**config.mk**
```make
export PLATFORM = sky130hd
export DESIGN_NAME = svpc_front
export DESIGN_NICKNAME = d
export VERILOG_FILES = /design/src/sv/svpc_pkg.sv /design/src/sv/svpc_front.sv
export SDC_FILE = /design/constraint.sdc
export NUM_CORES = 1
export LEC_CHECK = 0
export BUFFER_PORTS_ARGS = -buffer_cell sky130_fd_sc_hd__buf_2
export CORE_ASPECT_RATIO = 1.25
export CORE_UTILIZATION = 37
export CTS_CLUSTER_SIZE = 24
export DETAILED_ROUTE_END_ITERATION = 6
export HOLD_SLACK_MARGIN = 0.06
export RECOVER_POWER = 50
export SYNTH_ARGS = -nofsm -noshare
export SYNTH_HDL_FRONTEND = slang
export SYNTH_SLANG_ARGS = --single-unit
```
**constraint.sdc**
```tcl
create_clock -name i_clk -period 5 [get_ports i_clk]
set_input_delay 0.25 -clock i_clk [delete_from_list [all_inputs] [get_ports i_clk]]
set_output_delay 0.25 -clock i_clk [all_outputs]
set_load 0.03 [all_outputs]
```
**src/sv/svpc_pkg.sv**
```systemverilog
package svpc_pkg;

    localparam int CORDIC_STAGES = 16;
    localparam int ITER_W = $clog2(CORDIC_STAGES);

    localparam logic [1:0] OP_ANGLE       = 2'd0;
    localparam logic [1:0] OP_ALPHA_BETA  = 2'd1;
    localparam logic [1:0] OP_VECTOR      = 2'd2;

    localparam logic [1:0] REG_PERIOD     = 2'd0;
    localparam logic [1:0] REG_DUTY_CEIL  = 2'd1;
    localparam logic [1:0] REG_SUPPLY     = 2'd2;

    localparam logic [15:0] PERIOD_RST    = 16'd4199;
    localparam logic [15:0] DUTY_CEIL_RST = 16'd62259;
    localparam logic [15:0] SUPPLY_RST    = 16'd3072;

    localparam logic signed [31:0] GAIN_INV    = 32'sd652032874;
    localparam logic signed [31:0] K_INV_SQRT3 = 32'sd619924842;
    localparam logic signed [31:0] K_TWO_SQRT3 = 32'sd1239849684;
    localparam logic [15:0]        K_VMAX      = 16'd37574;
    localparam logic signed [35:0] ONE_Q30     = 36'sd1073741824;

    localparam logic signed [27:0] DEG_90  = 28'sd5898240;
    localparam logic signed [27:0] DEG_180 = 28'sd11796480;
    localparam logic signed [27:0] DEG_360 = 28'sd23592960;

    typedef enum logic [1:0] {
        MODE_ANGLE,
        MODE_ALPHA_BETA,
        MODE_VECTOR
    } t_mode;

    typedef struct packed {
        t_mode              mode;
        logic [15:0]        angle;
        logic [15:0]        duty;
        logic signed [15:0] volt_alpha;
        logic signed [15:0] volt_beta;
        logic [2:0]         vector_bits;
    } t_item;

    typedef struct packed {
        logic [15:0] period;
        logic [15:0] duty_ceil;
        logic [15:0] supply;
    } t_cfg;

    function automatic logic signed [27:0] atan_q16(input logic [4:0] idx);
        logic signed [27:0] v;
        case (idx)
            5'd0:    v = 28'sd2949120;
            5'd1:    v = 28'sd1740967;
            5'd2:    v = 28'sd919879;
            5'd3:    v = 28'sd466945;
            5'd4:    v = 28'sd234379;
            5'd5:    v = 28'sd117265;
            5'd6:    v = 28'sd58666;
            5'd7:    v = 28'sd29335;
            5'd8:    v = 28'sd14668;
            5'd9:    v = 28'sd7334;
            5'd10:   v = 28'sd3667;
            5'd11:   v = 28'sd1833;
            5'd12:   v = 28'sd917;
            5'd13:   v = 28'sd458;
            5'd14:   v = 28'sd229;
            5'd15:   v = 28'sd115;
            5'd16:   v = 28'sd57;
            5'd17:   v = 28'sd29;
            5'd18:   v = 28'sd14;
            5'd19:   v = 28'sd7;
            5'd20:   v = 28'sd4;
            5'd21:   v = 28'sd2;
            5'd22:   v = 28'sd1;
            default: v = 28'sd0;
        endcase
        return v;
    endfunction

    function automatic logic [12:0] mod5760(input logic [15:0] a);
        logic [15:0] r;
        r = a;
        if (r >= 16'd46080) r = r - 16'd46080;
        if (r >= 16'd23040) r = r - 16'd23040;
        if (r >= 16'd11520) r = r - 16'd11520;
        if (r >= 16'd5760)  r = r - 16'd5760;
        return r[12:0];
    endfunction

    function automatic logic [2:0] sector_of(input logic [12:0] a);
        logic [2:0] s;
        if (a >= 13'd4800)      s = 3'd5;
        else if (a >= 13'd3840) s = 3'd4;
        else if (a >= 13'd2880) s = 3'd3;
        else if (a >= 13'd1920) s = 3'd2;
        else if (a >= 13'd960)  s = 3'd1;
        else                    s = 3'd0;
        return s;
    endfunction

    function automatic logic [2:0] sector_first(input logic [2:0] s);
        logic [2:0] v;
        case (s)
            3'd0:    v = 3'd4;
            3'd1:    v = 3'd6;
            3'd2:    v = 3'd2;
            3'd3:    v = 3'd3;
            3'd4:    v = 3'd1;
            default: v = 3'd5;
        endcase
        return v;
    endfunction

    function automatic logic [2:0] sector_second(input logic [2:0] s);
        logic [2:0] v;
        case (s)
            3'd0:    v = 3'd6;
            3'd1:    v = 3'd2;
            3'd2:    v = 3'd3;
            3'd3:    v = 3'd1;
            3'd4:    v = 3'd5;
            default: v = 3'd4;
        endcase
        return v;
    endfunction

endpackage

```
**src/sv/svpc_front.sv**
```systemverilog
module svpc_front (
    input  logic                 i_clk,
    input  logic                 i_rst_n,
    input  logic                 i_push,
    input  logic [1:0]           i_op,
    input  logic [15:0]          i_angle,
    input  logic [15:0]          i_duty,
    input  logic signed [15:0]   i_volt_alpha,
    input  logic signed [15:0]   i_volt_beta,
    input  logic [2:0]           i_vector_bits,
    input  logic                 i_pop,
    output logic                 o_full,
    output logic                 o_valid,
    output svpc_pkg::t_item      o_item
);

    svpc_pkg::t_item r_mem [2];
    logic            r_wr_ptr;
    logic            r_rd_ptr;
    logic [1:0]      r_count;
    svpc_pkg::t_item n_item;
    logic            do_push;
    logic            do_pop;

    always_comb begin
        n_item.angle       = i_angle;
        n_item.duty        = i_duty;
        n_item.volt_alpha  = i_volt_alpha;
        n_item.volt_beta   = i_volt_beta;
        n_item.vector_bits = i_vector_bits;
        unique case (i_op)
            svpc_pkg::OP_ALPHA_BETA: n_item.mode = svpc_pkg::MODE_ALPHA_BETA;
            svpc_pkg::OP_VECTOR:     n_item.mode = svpc_pkg::MODE_VECTOR;
            default:                 n_item.mode = svpc_pkg::MODE_ANGLE;
        endcase
    end

    assign o_full  = (r_count == 2'd2);
    assign o_valid = (r_count != 2'd0);
    assign o_item  = r_mem[r_rd_ptr];
    assign do_push = i_push && !o_full;
    assign do_pop  = i_pop && o_valid;

    always_ff @(posedge i_clk) begin
        if (do_push) begin
            r_mem[r_wr_ptr] <= n_item;
        end
        if (!i_rst_n) begin
            r_wr_ptr <= 1'b0;
            r_rd_ptr <= 1'b0;
            r_count  <= 2'd0;
        end else begin
            if (do_push) r_wr_ptr <= !r_wr_ptr;
            if (do_pop)  r_rd_ptr <= !r_rd_ptr;
            if (do_push && !do_pop)      r_count <= r_count + 2'd1;
            else if (!do_push && do_pop) r_count <= r_count - 2'd1;
        end
    end

endmodule

```
==> results.yml <==
status:
  status: "complete, no violations"
grt:
  grt_pass1_vias: 3106
  track_usage_pct: 13.9
  antenna_found_initial: 0
  grt_overflow: 0
  grt_max_degree: 70
  grt_pass1_wl_um: 15000
synth:
  synthTopCellsByArea: "edfxtp_1, mux2_2, mux2_4"
  synth_area_leader_cell: "edfxtp_1"
  synth_area_per_cell_um2: 21.8
  synth.yosys.seq_area_share_pct: 80.6
  synth-xor-area-share_pct: 0.499
  synth.area.mux_share_pct: 15.5
  synth_top_family_by_area: "multiplexers"
  synth_flop_cell: "edfxtp_1"
  yosys.area_share.simple_pct: 1.33
  ys_seq_elements: 143
  synth_edf_count: 138
  synthesis.nets: 316
  async_flop_share_pct: 0
  yosys.area_share.adder_pct: 0.238
  synth_top_area_share_pct: 78.7
  syn-cell-area_mm2: 0.00527
  netlist_instances: 242
  synth_compound_area_share_pct: 0.618
  ys_warn_count: 0
  yosysUniqueCellTypes: 24
power_and_ir_drop:
  vdd_ir_drop_max_mv: 0.300
  p_leak_nw: 2.70
  power_per_cell_area_mw_per_mm2: 537
timing:
  worst-slew-pin-transition_ns: 1.10
  period_needed_ns: 2.36
  hold_violations: 0
  setup_ws_ns: 2.64
  slew-limit-headroom_pct: 26.6
  max_freq_ghz: 0.425
  post-route-period-util_pct: 47.1
  drv_slew: 0
  setup_viol: 0
  setup_tns_ns: 0
  rsz0062_at_grt: "false"
  finalClockSkew_ns: 0.00484
critical_path:
  r2r_slack_ns: 2.64
  cp-start-kind: "flip-flop"
  path_max_fanout: 24
  endpoint_kind: "flip-flop"
  required_ns: 5.07
  worstPathArrival_ns: 2.43
  critPathKind: "reg2reg"
clock_network:
  postCtsHoldBufs: 67
  clock_sinks: 143
  numCtsBuffers: 17
  worstSkewPairLatency_ns: 0.41
  clkTransAtPathRegs_ns: 0.06
  cts_setup_buffers: 0
  cts_buffer_depth: 2
  cts_htree_levels: 4
  cts_tree: "yes"
  post_cts_resized: 0
  root_buffer: "clkbuf_16"
floorplan:
  io_pins: 144
  initial_core_util_pct: 38.0
  core-area_mm2: 0.0139
  die_w_um: 109
  rows: 48
  die_h_um: 135
  dieArea_mm2: 0.0147
layout:
  drive_above_1_share_pct: 42.3
  syn_to_final_growth_pct: 40.1
  n_antenna_cell: 0
  nets: 539
  fillers: 1179
placement:
  dp_hpwl_um: 5920
  pre_cts_slack_ns: 2.60
  routabilityCongestion: 0.688
  port_buffers: 143
routing:
  drc: 0
  first_pass_iters: 4
  routedWlPerCell_um: 15.2
  drt_iter0_markers: 65
  wl_um: 9920
  vias_per_cell: 4.54
  vias: 2960
  antenna_left: 0
min_path:
  hold_path_class: "in2reg"
run:
  drv_cap: 0
flip-flops by register name, indices dropped and copies added (netlist names), named ones only:
name      count
r_count       2
r_mem       138
r_rd_ptr      1
r_wr_ptr      1
layout make-up:
cell class	count	area (µm²)	area share, %
clock inverters	14	168	2.27
repair buffers	212	1340	18.2
flip-flops and latches	143	4250	57.6
inverters	2	7.51	0.102
clock buffers	17	425	5.77
well taps	175	219	2.97
multi-input cells	89	967	13.1
cells in the final DEF (no fill, tap or decap):
| cell | instances |
|---|---|
| nand2b_1 | 1 |
| clkinv_2 | 3 |
| or3_1 | 1 |
| a21boi_0 | 2 |
| ha_1 | 1 |
| dfxtp_4 | 1 |
| and2_0 | 1 |
| dfxtp_1 | 4 |
| nor3_4 | 1 |
| mux2_4 | 10 |
| nor2_1 | 1 |
| and2_1 | 2 |
| bufinv_16 | 3 |
| inv_1 | 2 |
| clkinv_1 | 1 |
| inv_6 | 2 |
| or2_2 | 1 |
| o21ai_0 | 2 |
| clkbuf_2 | 1 |
| buf_4 | 2 |
| and3_4 | 1 |
| clkbuf_1 | 46 |
| clkbuf_16 | 17 |
| clkinvlp_4 | 2 |
| dlygate4sd3_1 | 67 |
| edfxtp_1 | 138 |
| mux2_2 | 59 |
| o21a_1 | 1 |
| xnor2_1 | 2 |
| buf_2 | 96 |
| nor2b_1 | 2 |
| xor2_1 | 1 |
| clkinv_4 | 3 |
layer usage:
metal  track usage, %  up-vias  share of wire [%]
met5                0        -                  0
met4             6.68        0                1.4
met3             3.70        9                4.2
met2             25.0       80                 54
met1             14.9     1475                 40
li1                 -     1396                  -
stage by stage:
| step | power, mW | hold slack (ns) | util (%) | cells | area [µm²] |
|---|---|---|---|---|---|
| 5_1_grt | 4.12 | 0.109 | 53.2 | 652 | 7380 |
| 2_1_floorplan | 2.42 | 0.349 | - | 242 | 5270 |
| 4_1_cts | 4.02 | 0.0861 | 53.6 | 652 | 7440 |
| 6_report | 3.96 | 0.105 | 53.2 | 652 | 7380 |
| 3_3_place_gp | 2.69 | 0.439 | 44.5 | 554 | 6170 |
| 3_5_place_dp | 2.71 | 0.441 | 44.5 | 554 | 6170 |
Yosys cell counts, types with 2 or more instances:
| master | count |
|---|---|
| edfxtp_1 | 138 |
| mux2_2 | 59 |
| mux2_4 | 10 |
| buf_2 | 5 |
| dfxtp_1 | 5 |
| and2_1 | 3 |
| buf_6 | 3 |
| nor2b_1 | 2 |
| xnor2_1 | 2 |
path summary, 6_finish.rpt:
kind,from,to,cells past startpoint
min reg2reg,r_count[1],r_count[1],2
max reg2reg,r_count[0],r_mem[0][44],4
min,i_rst_n,r_wr_ptr,2
max,r_count[0],r_mem[0][44],4
where the power goes:
group / total [mW] / internal (mW) / switching, mW
Combinational: 1.07 / 0.418 / 0.647
Sequential: 1.63 / 1.51 / 0.124
Clock: 1.26 / 0.782 / 0.478
worst max-delay path, stage by stage, from the launching register on:
cell	delay (ns)
dfxtp_1	0.41
nand2b_1	0.17
inv_1	0.10
nor3_4	0.84
buf_4	0.49
cells by family after synthesis:
family / count (synthesis)
mux: 69
buf+inv: 10
compound gates: 5
fa+ha+maj: 1
simple gates: 11
flops: 143
xor+xnor: 3
(Power assumes the default switching activity.)
